$ cat config.mk
export PLATFORM = sky130hd
export DESIGN_NAME = flowgram_trim_and_base_call_top
export DESIGN_NICKNAME = d
export VERILOG_FILES = /design/src/hdl/fgtb_pkg.sv /design/src/hdl/fgtb_cfg.sv /design/src/hdl/fgtb_screen.sv /design/src/hdl/fgtb_emit.sv /design/src/hdl/flowgram_trim_and_base_call_top.sv
export SDC_FILE = /design/constraint.sdc
export NUM_CORES = 1
export LEC_CHECK = 0
export BUFFER_PORTS_ARGS = -buffer_cell sky130_fd_sc_hd__buf_2
export CAP_MARGIN = 40
export CORE_UTILIZATION = 53
export DETAILED_ROUTE_END_ITERATION = 7
export PLACE_DENSITY_LB_ADDON = 0.25
export SYNTH_ARGS = -nofsm -noshare
export SYNTH_HDL_FRONTEND = slang
export SYNTH_SLANG_ARGS = --single-unit
$ cat constraint.sdc
create_clock -name clk -period 7.3 [get_ports clk]
set_clock_uncertainty 0.15 [all_clocks]
set_input_delay 0.73 -clock clk [delete_from_list [all_inputs] [get_ports clk]]
set_output_delay 0.73 -clock clk [all_outputs]
set_load 0.02 [all_outputs]
$ cat src/hdl/fgtb_pkg.sv
`default_nettype none

package fgtb_pkg;

    localparam int GROUP = 4;
    localparam int MAX_FLOWS_DEF = 2048;

    localparam int VALUE_W = 16;
    localparam int CLIP_W = 12;
    localparam int SKIP_W = 7;
    localparam int COUNT_W = 10;
    localparam int TLEN_W = 12;
    localparam int CMP_W = 16;
    localparam int PADDR_W = 4;
    localparam int PDATA_W = 32;

    localparam logic [VALUE_W-1:0] THRESHOLD_RST = 16'd50;
    localparam logic [VALUE_W-1:0] CEILING_RST = 16'd69;
    localparam logic [SKIP_W-1:0] SKIP_RST = 7'd8;

    // rounding: (v + 50) / 100 as (v + 50) * ceil(2^23 / 100) >> 23
    localparam logic [VALUE_W:0] ROUND_BIAS = 17'd50;
    localparam logic [VALUE_W:0] RECIP_100 = 17'd83887;
    localparam int RECIP_SHIFT = 23;

    localparam logic [TLEN_W-1:0] TLEN_MAX = 12'hFFF;

    localparam logic [1:0] REG_SIGNAL_THRESHOLD = 2'd0;
    localparam logic [1:0] REG_NOISE_CEILING = 2'd1;
    localparam logic [1:0] REG_SKIP_FLOWS = 2'd2;

    localparam logic KIND_RUN = 1'b0;
    localparam logic KIND_SUMMARY = 1'b1;

    typedef struct packed {
        logic [VALUE_W-1:0] flow_value;
        logic [CLIP_W-1:0]  clip_flows;
        logic               last_flow;
    } flow_beat_t;

    typedef struct packed {
        logic               kind;
        logic [1:0]         base_code;
        logic [COUNT_W-1:0] run_count;
        logic [TLEN_W-1:0]  trimmed_length;
        logic               last;
    } result_beat_t;

    typedef struct packed {
        logic [VALUE_W-1:0] signal_threshold;
        logic [VALUE_W-1:0] noise_ceiling;
        logic [SKIP_W-1:0]  skip_flows;
    } cfg_t;

    typedef struct packed {
        logic                          load;
        logic [GROUP-1:0]              run_mask;
        logic [GROUP-1:0][COUNT_W-1:0] counts;
        logic                          summary;
        logic [TLEN_W-1:0]             tlen;
    } job_t;

endpackage

`default_nettype wire

$ cat src/hdl/fgtb_cfg.sv
`default_nettype none

module fgtb_cfg
    import fgtb_pkg::*;
(
    input  wire logic               clk,
    input  wire logic               rst_n,
    input  wire logic               psel,
    input  wire logic               penable,
    input  wire logic               pwrite,
    input  wire logic [PADDR_W-1:0] paddr,
    input  wire logic [PDATA_W-1:0] pwdata,
    output logic      [PDATA_W-1:0] prdata,
    output logic                    pready,
    output cfg_t                    cfg
);

    cfg_t        cfg_reg;
    logic        wr_en;
    logic [1:0]  reg_idx;

    assign pready = 1'b1;
    assign wr_en = psel && penable && pwrite;
    assign reg_idx = paddr[3:2];
    assign cfg = cfg_reg;

    always_ff @(posedge clk or negedge rst_n)
    begin
        if (!rst_n)
        begin
            cfg_reg.signal_threshold <= THRESHOLD_RST;
            cfg_reg.noise_ceiling <= CEILING_RST;
            cfg_reg.skip_flows <= SKIP_RST;
        end
        else if (wr_en)
        begin
            case (reg_idx)
                REG_SIGNAL_THRESHOLD: cfg_reg.signal_threshold <= pwdata[VALUE_W-1:0];
                REG_NOISE_CEILING:    cfg_reg.noise_ceiling <= pwdata[VALUE_W-1:0];
                REG_SKIP_FLOWS:       cfg_reg.skip_flows <= pwdata[SKIP_W-1:0];
                default:              ;
            endcase
        end
    end

    always_comb
    begin
        case (reg_idx)
            REG_SIGNAL_THRESHOLD: prdata = {{(PDATA_W-VALUE_W){1'b0}}, cfg_reg.signal_threshold};
            REG_NOISE_CEILING:    prdata = {{(PDATA_W-VALUE_W){1'b0}}, cfg_reg.noise_ceiling};
            REG_SKIP_FLOWS:       prdata = {{(PDATA_W-SKIP_W){1'b0}}, cfg_reg.skip_flows};
            default:              prdata = '0;
        endcase
    end

endmodule

`default_nettype wire

$ cat src/hdl/fgtb_screen.sv
`default_nettype none

module fgtb_screen
    import fgtb_pkg::*;
#(
    parameter int MAX_FLOWS = MAX_FLOWS_DEF
)
(
    input  wire logic       clk,
    input  wire logic       rst_n,
    input  wire logic       fire,
    input  wire flow_beat_t beat,
    input  wire cfg_t       cfg,
    output job_t            job
);

    localparam int POS_W = $clog2(MAX_FLOWS + 1);
    localparam int KG_W = $clog2(MAX_FLOWS / GROUP + 1);

    typedef struct packed {
        logic               sig;
        logic               noise;
        logic [COUNT_W-1:0] cnt;
    } flow_info_t;

    logic [POS_W-1:0] pos_reg;
    logic [POS_W-1:0] pos_next;
    logic [KG_W-1:0]  kept_reg;
    logic [KG_W-1:0]  kept_next;
    logic             stopped_reg;
    logic             stopped_next;
    flow_info_t       buf_reg [GROUP];

    logic [VALUE_W:0]     biased;
    logic [2*VALUE_W+1:0] prod;
    flow_info_t           info_now;
    flow_info_t [GROUP-1:0] grp;
    logic                 active;
    logic                 group_done;
    logic [POS_W-1:0]     start;
    logic                 clip_hit;
    logic                 any_sig;
    logic                 any_noise;
    logic                 keep;
    logic [POS_W-1:0]     idx [GROUP];
    logic [GROUP-1:0]     run_mask;
    logic [KG_W+1:0]      tlen_wide;

    assign biased = {1'b0, beat.flow_value} + ROUND_BIAS;
    assign prod = {{(VALUE_W+1){1'b0}}, biased} * {{(VALUE_W+1){1'b0}}, RECIP_100};

    always_comb
    begin
        info_now.sig = beat.flow_value > cfg.signal_threshold;
        info_now.noise = info_now.sig && (beat.flow_value <= cfg.noise_ceiling);
        info_now.cnt = prod[RECIP_SHIFT+COUNT_W-1:RECIP_SHIFT];
    end

    assign active = pos_reg != POS_W'(MAX_FLOWS);
    assign group_done = active && (pos_reg[1:0] == 2'd3) && !stopped_reg;
    assign start = {pos_reg[POS_W-1:2], 2'b00};
    assign clip_hit = {{(CMP_W-POS_W){1'b0}}, start} >= {{(CMP_W-CLIP_W){1'b0}}, beat.clip_flows};

    always_comb
    begin
        for (int k = 0; k < GROUP - 1; k++)
        begin
            grp[k] = buf_reg[k];
        end
        grp[GROUP-1] = info_now;
        any_sig = 1'b0;
        any_noise = 1'b0;
        for (int k = 0; k < GROUP; k++)
        begin
            any_sig = any_sig | grp[k].sig;
            any_noise = any_noise | grp[k].noise;
        end
    end

    assign keep = group_done && !clip_hit && any_sig && !any_noise;

    always_comb
    begin
        for (int k = 0; k < GROUP; k++)
        begin
            idx[k] = {pos_reg[POS_W-1:2], 2'(k)};
            run_mask[k] = keep && (grp[k].cnt != '0)
                && ({{(CMP_W-POS_W){1'b0}}, idx[k]} >= {{(CMP_W-SKIP_W){1'b0}}, cfg.skip_flows});
        end
    end

    assign kept_next = kept_reg + KG_W'(keep);
    assign tlen_wide = {kept_next, 2'b00};

    always_comb
    begin
        job.load = fire && ((|run_mask) || beat.last_flow);
        job.run_mask = run_mask;
        for (int k = 0; k < GROUP; k++)
        begin
            job.counts[k] = grp[k].cnt;
        end
        job.summary = beat.last_flow;
        if ({{(CMP_W-KG_W-2){1'b0}}, tlen_wide} > {{(CMP_W-TLEN_W){1'b0}}, TLEN_MAX})
        begin
            job.tlen = TLEN_MAX;
        end
        else
        begin
            job.tlen = TLEN_W'(tlen_wide);
        end
    end

    always_comb
    begin
        pos_next = pos_reg;
        stopped_next = stopped_reg;
        if (active)
        begin
            pos_next = pos_reg + 1'b1;
            if (group_done && !keep)
            begin
                stopped_next = 1'b1;
            end
        end
    end

    always_ff @(posedge clk or negedge rst_n)
    begin
        if (!rst_n)
        begin
            pos_reg <= '0;
            kept_reg <= '0;
            stopped_reg <= 1'b0;
        end
        else if (fire)
        begin
            if (beat.last_flow)
            begin
                pos_reg <= '0;
                kept_reg <= '0;
                stopped_reg <= 1'b0;
            end
            else
            begin
                pos_reg <= pos_next;
                kept_reg <= kept_next;
                stopped_reg <= stopped_next;
            end
        end
    end

    always_ff @(posedge clk)
    begin
        if (fire && active)
        begin
            buf_reg[pos_reg[1:0]] <= info_now;
        end
    end

endmodule

`default_nettype wire

$ cat src/hdl/fgtb_emit.sv
`default_nettype none

module fgtb_emit
    import fgtb_pkg::*;
(
    input  wire logic   clk,
    input  wire logic   rst_n,
    input  wire job_t   job,
    output logic        take,
    output logic        res_valid,
    input  wire logic   res_ready,
    output result_beat_t res
);

    logic [GROUP-1:0]              mask_reg;
    logic                          sum_reg;
    logic [GROUP-1:0][COUNT_W-1:0] counts_reg;
    logic [TLEN_W-1:0]             tlen_reg;

    logic [1:0]       sel;
    logic [GROUP-1:0] mask_rest;
    logic             pop;

    always_comb
    begin
        sel = 2'd0;
        for (int k = GROUP - 1; k >= 0; k--)
        begin
            if (mask_reg[k])
            begin
                sel = 2'(k);
            end
        end
    end

    assign mask_rest = mask_reg & (mask_reg - 1'b1);
    assign res_valid = (|mask_reg) || sum_reg;
    assign pop = res_valid && res_ready;
    assign take = !res_valid || (res_ready && res.last);

    always_comb
    begin
        if (|mask_reg)
        begin
            res.kind = KIND_RUN;
            res.base_code = sel;
            res.run_count = counts_reg[sel];
            res.trimmed_length = '0;
            res.last = (mask_rest == '0) && !sum_reg;
        end
        else
        begin
            res.kind = KIND_SUMMARY;
            res.base_code = '0;
            res.run_count = '0;
            res.trimmed_length = tlen_reg;
            res.last = 1'b1;
        end
    end

    always_ff @(posedge clk or negedge rst_n)
    begin
        if (!rst_n)
        begin
            mask_reg <= '0;
            sum_reg <= 1'b0;
        end
        else if (job.load)
        begin
            mask_reg <= job.run_mask;
            sum_reg <= job.summary;
        end
        else if (pop)
        begin
            if (|mask_reg)
            begin
                mask_reg <= mask_rest;
            end
            else
            begin
                sum_reg <= 1'b0;
            end
        end
    end

    always_ff @(posedge clk)
    begin
        if (job.load)
        begin
            counts_reg <= job.counts;
            tlen_reg <= job.tlen;
        end
    end

endmodule

`default_nettype wire

$ cat src/hdl/flowgram_trim_and_base_call_top.sv
// Flowgram trim and base call.
// Flow channel (flow_valid/flow_ready/flow): one beat per flow of a read, with
// the read's clip length and a flag on its final flow. Result channel
// (res_valid/res_ready/res): base runs of kept groups, then one summary with
// the trimmed length on the read's last flow; res.last marks the final result
// of a flow beat.
// Latency: results of a flow appear the cycle after its beat is taken.
// Throughput: with res_ready held high a flow is taken every cycle while each
// flow gives at most one result; a flow giving more results (up to four runs
// plus a summary) holds off the next flow until its final result is taken,
// the result serialiser being the limit.
// When the receiver stalls, pending results hold and flow_ready stays low
// until the final result of the previous flow is taken; in that cycle
// flow_ready follows res_ready.
// Reset clears the read state and loads the default thresholds and skip count.
// The user must set them over the APB port only between reads, unchecked.
`default_nettype none

module flowgram_trim_and_base_call_top
    import fgtb_pkg::*;
#(
    parameter int MAX_FLOWS = MAX_FLOWS_DEF
)
(
    input  wire logic               clk,
    input  wire logic               rst_n,
    input  wire logic               flow_valid,
    output logic                    flow_ready,
    input  wire flow_beat_t         flow,
    output logic                    res_valid,
    input  wire logic               res_ready,
    output result_beat_t            res,
    input  wire logic               psel,
    input  wire logic               penable,
    input  wire logic               pwrite,
    input  wire logic [PADDR_W-1:0] paddr,
    input  wire logic [PDATA_W-1:0] pwdata,
    output logic      [PDATA_W-1:0] prdata,
    output logic                    pready
);

    cfg_t cfg;
    job_t job;
    logic fire;

    assign fire = flow_valid && flow_ready;

    fgtb_cfg u_cfg
    (
        .clk     (clk),
        .rst_n   (rst_n),
        .psel    (psel),
        .penable (penable),
        .pwrite  (pwrite),
        .paddr   (paddr),
        .pwdata  (pwdata),
        .prdata  (prdata),
        .pready  (pready),
        .cfg     (cfg)
    );

    fgtb_screen #(
        .MAX_FLOWS (MAX_FLOWS)
    ) u_screen
    (
        .clk   (clk),
        .rst_n (rst_n),
        .fire  (fire),
        .beat  (flow),
        .cfg   (cfg),
        .job   (job)
    );

    fgtb_emit u_emit
    (
        .clk       (clk),
        .rst_n     (rst_n),
        .job       (job),
        .take      (flow_ready),
        .res_valid (res_valid),
        .res_ready (res_ready),
        .res       (res)
    );

    a_last_gives_summary: assert property (@(posedge clk) disable iff (!rst_n)
        fire && flow.last_flow |=> res_valid)
        else $error("no result after last flow");

    a_accept_only_when_drained: assert property (@(posedge clk) disable iff (!rst_n)
        fire && res_valid |-> res_ready && res.last)
        else $error("flow taken while results pending");

    a_summary_is_final: assert property (@(posedge clk) disable iff (!rst_n)
        res_valid && res.kind == KIND_SUMMARY |-> res.last && res.run_count == '0)
        else $error("summary not final");

    a_run_nonzero: assert property (@(posedge clk) disable iff (!rst_n)
        res_valid && res.kind == KIND_RUN |-> res.run_count != '0)
        else $error("zero run emitted");

endmodule

`default_nettype wire

==> impl_metrics.tcl, run 1 <==
set metrics [dict create \
    outcome "finished with violations" \
    violations "setup timing" \
    grt_pass1_wl_um 53600 \
    min_period_ps 7450 \
    root_buffer "clkbuf_16" \
    netlist_area_um2 14100 \
    synth_most_common_cell "inv_1" \
    dp_slack_ps -735 \
    die_y_um 165 \
    worstSetupPathType "input port to flop" \
    gp_congestion 0.925 \
    met1_usage 0.333 \
    vias 10800 \
    io_buffers 95 \
    synth_edf_count 86 \
    layout-drive-gt1-share 0.281 \
    antennaDiodeCount 0 \
    use_met2 0.433 \
    synthTopCellsByArea "edfxtp_1 (18%), ha_1 (18%), fa_1 (14%)" \
    drc 0 \
    drtAntennaViolNets 0 \
    crit_family "adder cells" \
    cts_max_path_buffers 2 \
    routed_wl_um 33900 \
    initial_core_util 0.540 \
    cts_hold_buf 0 \
    tightest_slew_ps 750 \
    regToRegStartpoint "u_cfg.cfg[32]$_DFFE_PN0P_" \
    core-area_um2 26100 \
    grt_max_degree 55 \
    postSynthCellCount 1387 \
    dp_cells 1959 \
    area_growth_pct 27.0 \
    gr-usage-all-layers 0.254 \
    cts_max_level 4 \
    drv_slew 0 \
    via_per_inst 5.34 \
    first_pass_iters 5 \
    cts_buffers 17 \
    busiest_layer "met2" \
    synthArstFlopShare 0.438 \
    die_w_um 165 \
    synth_ff_type "edfxtp_1" \
    wl_per_cell_um 16.8 \
    grt_util_met3 0.0334 \
    finalCritPeriodShare 1.02 \
    cts.sink_count 153 \
    worst-path-buf-inv 11 \
    final_cells 2013 \
    clkLatencyLatePin_ps 430 \
    slowest_delay_ps 560 \
    seq_area_frac_synth 0.303 \
    synth_common_cells "inv_1 (267), ha_1 (201), fa_1 (98), edfxtp_1 (86), nand2_1 (84)" \
    maxCapViolCount 0 \
    end_kind "flop" \
    reg2reg_to "u_screen.kept_reg[8]$_DFFE_PN0P_" \
    rsz0062_at_grt "yes" \
    synth_top_cell_by_area "edfxtp_1" \
    avgSynthCellArea_um2 10.2 \
    crit_required_ps 7350 \
    io_pins 133 \
    dieArea_um2 27200 \
    yosys_warnings 0 \
    critical-path-slowest-cell "fa_1" \
    worst-path-max-fanout 8 \
    worstRegToRegCells 17 \
    worst_slack_ps -146 \
    clkTransAtPathRegs_ps 80 \
    synth_seq_cells 153 \
    first_iter_violations 527 \
    grt_pass1_vias 11000 \
    grt_antenna_before_repair 0 \
    hpwl_um 26900 \
    fmax_ghz 0.134 \
    cts_tree "built" \
    startpoint_type "input port" \
    placementRows 59 \
    arrival_ps 7490 \
    largest_reg_flops 40 \
    nets 2036 \
    r2r_slack_ps 2780 \
    synth.distinct_cells 76 \
    hold_class "input port to asynchronous set/reset pin" \
    grt_overflow 0 \
    setup_viol 50 \
    hold_viol 0 \
    yosys.area.top_type_share 0.183 \
    slew_headroom 0.499 \
]
area by class of cell:
type	count	area [µm²]
clock buffer	17	425
clock inverter	15	185
fill	1900	8180
inverter	271	1020
multi-input combinational	938	9500
sequential	153	4270
tap	335	419
timing repair buffer	284	2060
cell families (layout without fill, tap and decap cells):
kind of cell | after synthesis | after routing | share of synthesized area
XOR/XNOR | 78 | 78 | 0.0485
buffers and inverters | 313 | 587 | 0.0891
AND/OR/NAND/NOR | 291 | 291 | 0.104
flip-flops | 153 | 153 | 0.303
AO/OA/AOI/OAI | 201 | 201 | 0.0907
multiplexers | 48 | 48 | 0.0447
other | 2 | 19 | 0.000533
adder cells (fa/ha/maj) | 301 | 301 | 0.319
worst reg2reg max path, stage by stage (launching register included):
cell       delay [ps]
dfrtp_1           380
inv_1              80
ha_1              240
a21o_1            160
nand3_1            70
a21oi_1            60
a2111oi_0         530
a21oi_1           360
a21boi_1          320
nor4_1            680
ha_1              340
ha_1              200
nand3_1           120
nor2_1            200
nand3_1           120
xnor2_1           220
nand2_1            70
o21ai_0           160
layout by cell type (no fill, tap or decap), drive strengths merged, types with 3 or more instances in the layout:
cell and n:
o21bai 5, nor3b 4, mux2 19, xnor2 50, o211ai 5, a22o 3, nor2 62, nor3 8
o31ai 8, and3 6, mux4 10, a21boi 6, fa 98, nand3 35, nand2b 6, nor2b 16
buf 282, dfstp 7, a21oi 48, o21ai 69, edfxtp 86, nand2 84, clkinv 8, conb 19
nor4 11, mux2i 19, clkbuf 19, o21a 4, or3 3, nand4 16, inv 277, a21o 18
ha 201, and4 5, or2 5, xor2 28, a211oi 15, dfrtp 60, and2 24
per-stage QoR:
step | instance area, µm² | hold slack, ps | utilization | TNS [ps]
after floorplan | 14600 | 277 | - | -44900
after global placement | 16500 | 281 | 0.633 | -28630
after detailed placement | 16500 | 285 | 0.635 | -36720
after CTS | 17500 | 68.1 | 0.670 | -1840
after global routing | 17900 | 99.4 | 0.686 | -18810
final | 17900 | 82.5 | 0.686 | -6210
what timing repair did:
item,CTS,global route
pin swaps,23,42
gates resized for setup,49,44
cloned,1,3
setup endpoints to repair,50,51
buffers inserted,9,12
routing by layer:
metal | vias to the layer above | part of all wire
li1 | 5184 | -
met1 | 5292 | 0.44
met2 | 226 | 0.51
met3 | 53 | 0.028
met4 | 0 | 0.023
met5 | - | 0
worst max-delay path by stage:
stage	startpoint	end	slack, ps	depth (start not counted)
floorplan	flow[14]	u_emit.counts_reg[0]$_DFFE_PP_	-900	25
global placement	flow[14]	u_emit.tlen_reg[11]$_DFFE_PP_	-580	28
global route	flow[15]	u_emit.counts_reg[11]$_DFFE_PP_	-390	31
CTS	flow[16]	u_emit.counts_reg[10]$_DFFE_PP_	-50	30
detailed placement	flow[14]	u_emit.tlen_reg[8]$_DFFE_PP_	-740	30
finish	flow[15]	u_emit.counts_reg[2]$_DFFE_PP_	-150	32
Power of run 1 is not shown: default switching activity piles up to over one toggle a cycle in this logic, so the estimate is an artifact.
==> run 2, diff against run 1 <==
==> constraint.sdc (replaced) <==
create_clock -name clk -period 6.4 [get_ports clk]
set_clock_uncertainty 0.15 [all_clocks]
set_input_delay 0.64 -clock clk [delete_from_list [all_inputs] [get_ports clk]]
set_output_delay 0.64 -clock clk [all_outputs]
set_load 0.02 [all_outputs]
==> run 2 against run 1 <==
The run still ends with setup timing left. Largest cell class unchanged. Clock-buffer cell count rose by 1. Worst setup slack got worse by 710 ps. Flip-flop and latch count did not move. Core utilization rose by 1.1 points. Sequential share of layout area fell by 0.39 points.
==> impl_metrics.tcl, run 2 (synthesis results as in run 1) <==
set metrics [dict create \
    outcome "finished with violations" \
    violations "setup timing" \
    dp_slack_ps -1510 \
    via_per_inst 5.31 \
    worst_slack_ps -856 \
    hpwl_um 27700 \
    hold_viol 0 \
    clkLatencyLatePin_ps 430 \
    regArea_um2 4270 \
    die_w_um 165 \
    mostFrequentLayoutCells "inv_1 (248), buf_4 (200), ha_1 (181)" \
    core-area_um2 26100 \
    cts.sink_count 153 \
    antennaDiodeCount 0 \
    gr-usage-all-layers 0.264 \
    path_common_cell "fa_1" \
    die_y_um 165 \
    placementRows 59 \
    setup_viol 51 \
    dpl_cell_area_um2 16800 \
    routed_wl_um 34600 \
    worstSetupPathType "input port to flop" \
    largest_reg_flops 40 \
    slew_headroom 0.502 \
    cts_tree "built" \
    startpoint_type "input port" \
    finalCritPeriodShare 1.13 \
    cts_buffers 17 \
    final_common_cell "inv_1" \
    first_pass_iters 5 \
    first_iter_violations 572 \
    io_pins 133 \
    cts_max_level 4 \
    fmax_ghz 0.138 \
    wl_per_cell_um 17.0 \
    slowest_delay_ps 490 \
    drtAntennaViolNets 0 \
    dieArea_um2 27200 \
    min_period_ps 7260 \
    nets 2065 \
    grt_antenna_before_repair 0 \
    cts_max_path_buffers 2 \
    maxCapViolCount 0 \
    grt_overflow 0 \
    vias 10800 \
    root_buffer "clkbuf_16" \
    tightest_slew_ps 746 \
    arrival_ps 7300 \
    fin_tns_setup_ps -42610 \
    io_buffers 95 \
    worst-path-max-fanout 7 \
    fin_util 0.698 \
    drv_slew 0 \
    hold_class "input port to flop" \
    fill_cells 1948 \
    grt_pass1_vias 11000 \
    initial_core_util 0.540 \
    rsz0062_at_grt "yes" \
    grt_pass1_wl_um 54900 \
    critical-path-slowest-cell "fa_1" \
    area_growth_pct 29.1 \
    multi_input_comb_area_um2 9520 \
    clkTransAtPathRegs_ps 70 \
    crit_required_ps 6450 \
    grt_max_degree 66 \
    gp_congestion 0.991 \
    drc 0 \
    end_kind "flop" \
    layout-drive-gt1-share 0.301 \
    fin_area_um2 18200 \
]
run 2: cell count changes in the layout (fill, tap and decap cells not counted), moves of 4 or more:
cell	previous run	this run
buf_4	172	200
buf_6	12	5
inv_1	252	248
inv_2	16	21
xnor2_1	37	33
xor2_1	16	20
xor2_2	6	1
run 2: worst paths after layout:
kind	from	end	slack, ps	cells after the start
max in group asynchronous	rst_n	u_cfg.cfg[28]$_DFFE_PN1P_	5040	4
min reg2reg	u_screen.buf_reg[0][4]$_DFFE_PP_	u_emit.counts_reg[4]$_DFFE_PP_	300	0
min in group asynchronous	rst_n	u_screen.kept_reg[6]$_DFFE_PN0P_	470	3
max reg2reg	u_cfg.cfg[32]$_DFFE_PN0P_	u_screen.kept_reg[8]$_DFFE_PN0P_	2130	17
min	pwdata[7]	u_cfg.cfg[30]$_DFFE_PN0P_	270	3
max	flow[14]	u_emit.counts_reg[33]$_DFFE_PP_	-860	33
run 2: critical path, delay by kind of cell:
family / cells / cell delay (ps)
AND/OR/NAND/NOR: 6 / 1020
AO/OA/AOI/OAI: 8 / 1620
XOR/XNOR: 2 / 400
adder cells (fa/ha/maj): 7 / 2570
buffers and inverters: 10 / 1070
run 2: metrics by stage:
step                      hold WS (ps)  std cells
after floorplan                    194       1404
after global placement             284       1985
after detailed placement           289       1986
after CTS                          264       2036
after global routing               268       2042
final                              268       2042
run 2: cell type report:
| class | instances | share of cell area |
|---|---|---|
| clock buffers | 18 | 0.0236 |
| clock inverters | 14 | 0.00964 |
| inverters | 271 | 0.0563 |
| multi-input cells | 938 | 0.523 |
| flip-flops and latches | 153 | 0.235 |
| well taps | 335 | 0.0231 |
| repair buffers | 313 | 0.129 |
run 2: layer usage:
layer	GRT usage	routed length (µm)
met1	0.335	14900
met2	0.455	17400
met3	0.0429	1500
met4	0.0872	901
met5	0	0
run 2: repair_timing:
action	4_1_cts	5_1_grt
hold buffers	1	0
resized for setup	65	39
setup endpoints to repair	63	76
pin swaps	49	19
setup buffers	16	5
endpoints found under the hold margin	2	0
cloned	3	1
Power of run 2 is left out for the same reason.
==> run 3, diff against run 2 <==
--- a/config.mk
+++ b/config.mk
@@ -12,4 +12,5 @@
 export PLACE_DENSITY_LB_ADDON = 0.25
 export SYNTH_ARGS = -nofsm -noshare
 export SYNTH_HDL_FRONTEND = slang
+export SYNTH_HIERARCHICAL = 1
 export SYNTH_SLANG_ARGS = --single-unit
==> run 3 against run 2 <==
The run still ends with setup timing left. Highest routed layer unchanged. Routed wire length is 4.0% lower. Worst setup slack worse by 75 ps. Sequential share of layout area rose by 0.85 points. Cell area fell by 2.1%. Die area increased by 3.1%.
==> impl_metrics.tcl, run 3 <==
set metrics [dict create \
    worstSetupPathType "input port to flop" \
    antennaDiodeCount 0 \
    worst_slack_ps -931 \
    area_growth_pct 22.5 \
    wl_per_cell_um 16.5 \
    io_buffers 97 \
    crit_required_ps 6430 \
    nets 2025 \
    hp-start "u_screen/buf_reg[2][5]$_DFFE_PP_" \
    io_pins 133 \
    final_cells 2009 \
    path_common_cell "inv_2" \
    grt_pass1_vias 10700 \
    postSynthCellCount 1406 \
    via_per_inst 5.20 \
    first_pass_iters 7 \
    vias 10500 \
    grt_max_degree 58 \
    yosys.area.top_type_share 0.182 \
    synthArstFlopShare 0.432 \
    avgSynthCellArea_um2 10.3 \
    crit_family "adder cells" \
    cts_tree "built" \
    synth_most_common_cell "inv_1" \
    min_period_ps 7330 \
    worst-path-buf-inv 9 \
    end_kind "flop" \
    placementRows 60 \
    synthTopCellsByArea "edfxtp_1 (18%), ha_1 (17%), fa_1 (14%)" \
    finalCritPeriodShare 1.15 \
    clkLatencyLatePin_ps 430 \
    largest_reg_flops 40 \
    worstRegToRegCells 18 \
    regToRegStartpoint "u_cfg/cfg[28]$_DFFE_PN1P_" \
    rsz0062_at_grt "yes" \
    tightest_slew_ps 881 \
    cp.depth 32 \
    arrival_ps 7360 \
    dp_cells 1957 \
    dieArea_um2 28100 \
    worst_hold_path.endpoint "u_emit/counts_reg[25]$_DFFE_PP_" \
    seq_area_frac_synth 0.298 \
    netlist_area_um2 14500 \
    violations "setup timing" \
    setup_viol 69 \
    root_buffer "clkbuf_16" \
    cts_max_path_buffers 2 \
    cts_max_level 4 \
    grt_overflow 0 \
    grt_antenna_before_repair 0 \
    routed_wl_um 33200 \
    synth.distinct_cells 80 \
    gr-usage-all-layers 0.246 \
    grt_pass1_wl_um 54400 \
    r2r_slack_ps 1670 \
    layout-drive-gt1-share 0.301 \
    hold_viol 0 \
    synth_edf_count 88 \
    final_common_cell "inv_1" \
    outcome "finished with violations" \
    yosys_warnings 6 \
    synth_ff_type "edfxtp_1" \
    slew_headroom 0.413 \
    gp_congestion 0.936 \
    drv_slew 0 \
    critical-path-slowest-cell "fa_1" \
    die_y_um 168 \
    mostFrequentLayoutCells "inv_1 (235), buf_4 (186), ha_1 (186)" \
    cts.sink_count 155 \
    clkTransAtPathRegs_ps 80 \
    fmax_ghz 0.136 \
    synth_common_cells "inv_1 (248), ha_1 (200), fa_1 (98), edfxtp_1 (88), nor2_1 (69)" \
    slowest_delay_ps 530 \
    startpoint_type "input port" \
    synth_seq_cells 155 \
    initial_core_util 0.539 \
    hpwl_um 26900 \
    die_w_um 168 \
    drtAntennaViolNets 0 \
    maxCapViolCount 0 \
    whs_path_depth 0 \
    cts_buffers 17 \
    reg2reg_to "u_screen/kept_reg[8]$_DFFE_PN0P_" \
    core-area_um2 27000 \
    first_iter_violations 594 \
    drc 0 \
    hold_class "flop to flop" \
    synth_top_cell_by_area "edfxtp_1" \
    worst-path-max-fanout 12 \
]
[run 3: cell count changes after synthesis, sizes merged, moves of 6 or more]
cell    before  now
nor2        62   69
nand3       35   29
nand2       84   68
nor2b       16   22
a21oi       48   34
xnor2       50   56
mux4        10    0
inv        269  261
o21ai       69   48
buf         21   75
clkbuf      21   10
a221oi       0   11
mux2        19   40
[run 3: kinds of logic after synthesis]
group | count (synthesis) | synth area share
AO/OA/AOI/OAI | 180 | 0.0843
XOR/XNOR | 85 | 0.0544
multiplexers | 57 | 0.0453
flip-flops | 155 | 0.298
AND/OR/NAND/NOR | 281 | 0.100
other | 3 | 0.000775
adder cells (fa/ha/maj) | 299 | 0.308
buffers and inverters | 346 | 0.109
[run 3: through the flow]
stage	hold WS, ps	worst slack [ps]	area (µm²)	util	TNS, ps
2_1_floorplan	194	-1530	15000	-	-69480
3_3_place_gp	280	-1190	16700	0.619	-79780
3_5_place_dp	284	-1320	16700	0.620	-90130
4_1_cts	270	-832	17400	0.647	-45400
5_1_grt	281	-1200	17800	0.660	-69520
6_report	287	-931	17800	0.660	-50130
[run 3: layout make-up]
type                       count  area, µm²
sequential                   155       4330
inverter                     261        982
clock buffer                  19        433
tap                          341        427
clock inverter                13        133
fill                        2065       9160
timing repair buffer         298       2150
multi-input combinational    922       9340
[run 3: what timing repair did]
item,CTS,global route
cloned,1,3
hold buffers,1,0
resized for setup,21,47
setup endpoints to repair,77,93
hold endpoints to repair,10,0
setup buffers,7,10
pin swaps,5,41
[run 3: worst reg2reg max path, cell delays in order, from the launching register on]
cell and delay, ps:
dfstp_2 560, inv_1 70, ha_1 310, a21o_1 180
a21o_1 170, a21oi_1 150, a2bb2oi_1 220, a31oi_1 290
o31a_1 290, or4_1 700, inv_2 130, ha_1 200
ha_1 230, nand3_1 130, nor2_1 280, nand3_1 140
xnor2_1 210, nand2_1 80, o21ai_0 160
[run 3: how the worst max path moves through the flow]
| stage | from | to | slack (ps) |
|---|---|---|---|
| after global routing | flow[15] | u_emit/mask_reg[3]$_DFFE_PN0P_ | -1200 |
| final | flow[14] | u_emit/counts_reg[20]$_DFFE_PP_ | -930 |
| after global placement | flow[14] | u_emit/tlen_reg[11]$_DFFE_PP_ | -1190 |
| after floorplan | flow[14] | u_emit/sum_reg$_DFFE_PN0P_ | -1530 |
| after CTS | flow[14] | u_emit/mask_reg[3]$_DFFE_PN0P_ | -830 |
| after detailed placement | flow[14] | u_emit/mask_reg[3]$_DFFE_PN0P_ | -1320 |
[run 3: per-layer routing]
metal / vias to the layer above / GRT usage / wire length [µm]
met4: 0 / 0.0566 / 491
met2: 226 / 0.423 / 16600
met1: 5062 / 0.332 / 15000
li1: 5127 / - / -
met5: - / 0 / 0
met3: 36 / 0.0324 / 1160
Power of run 3 is left out for the same reason.
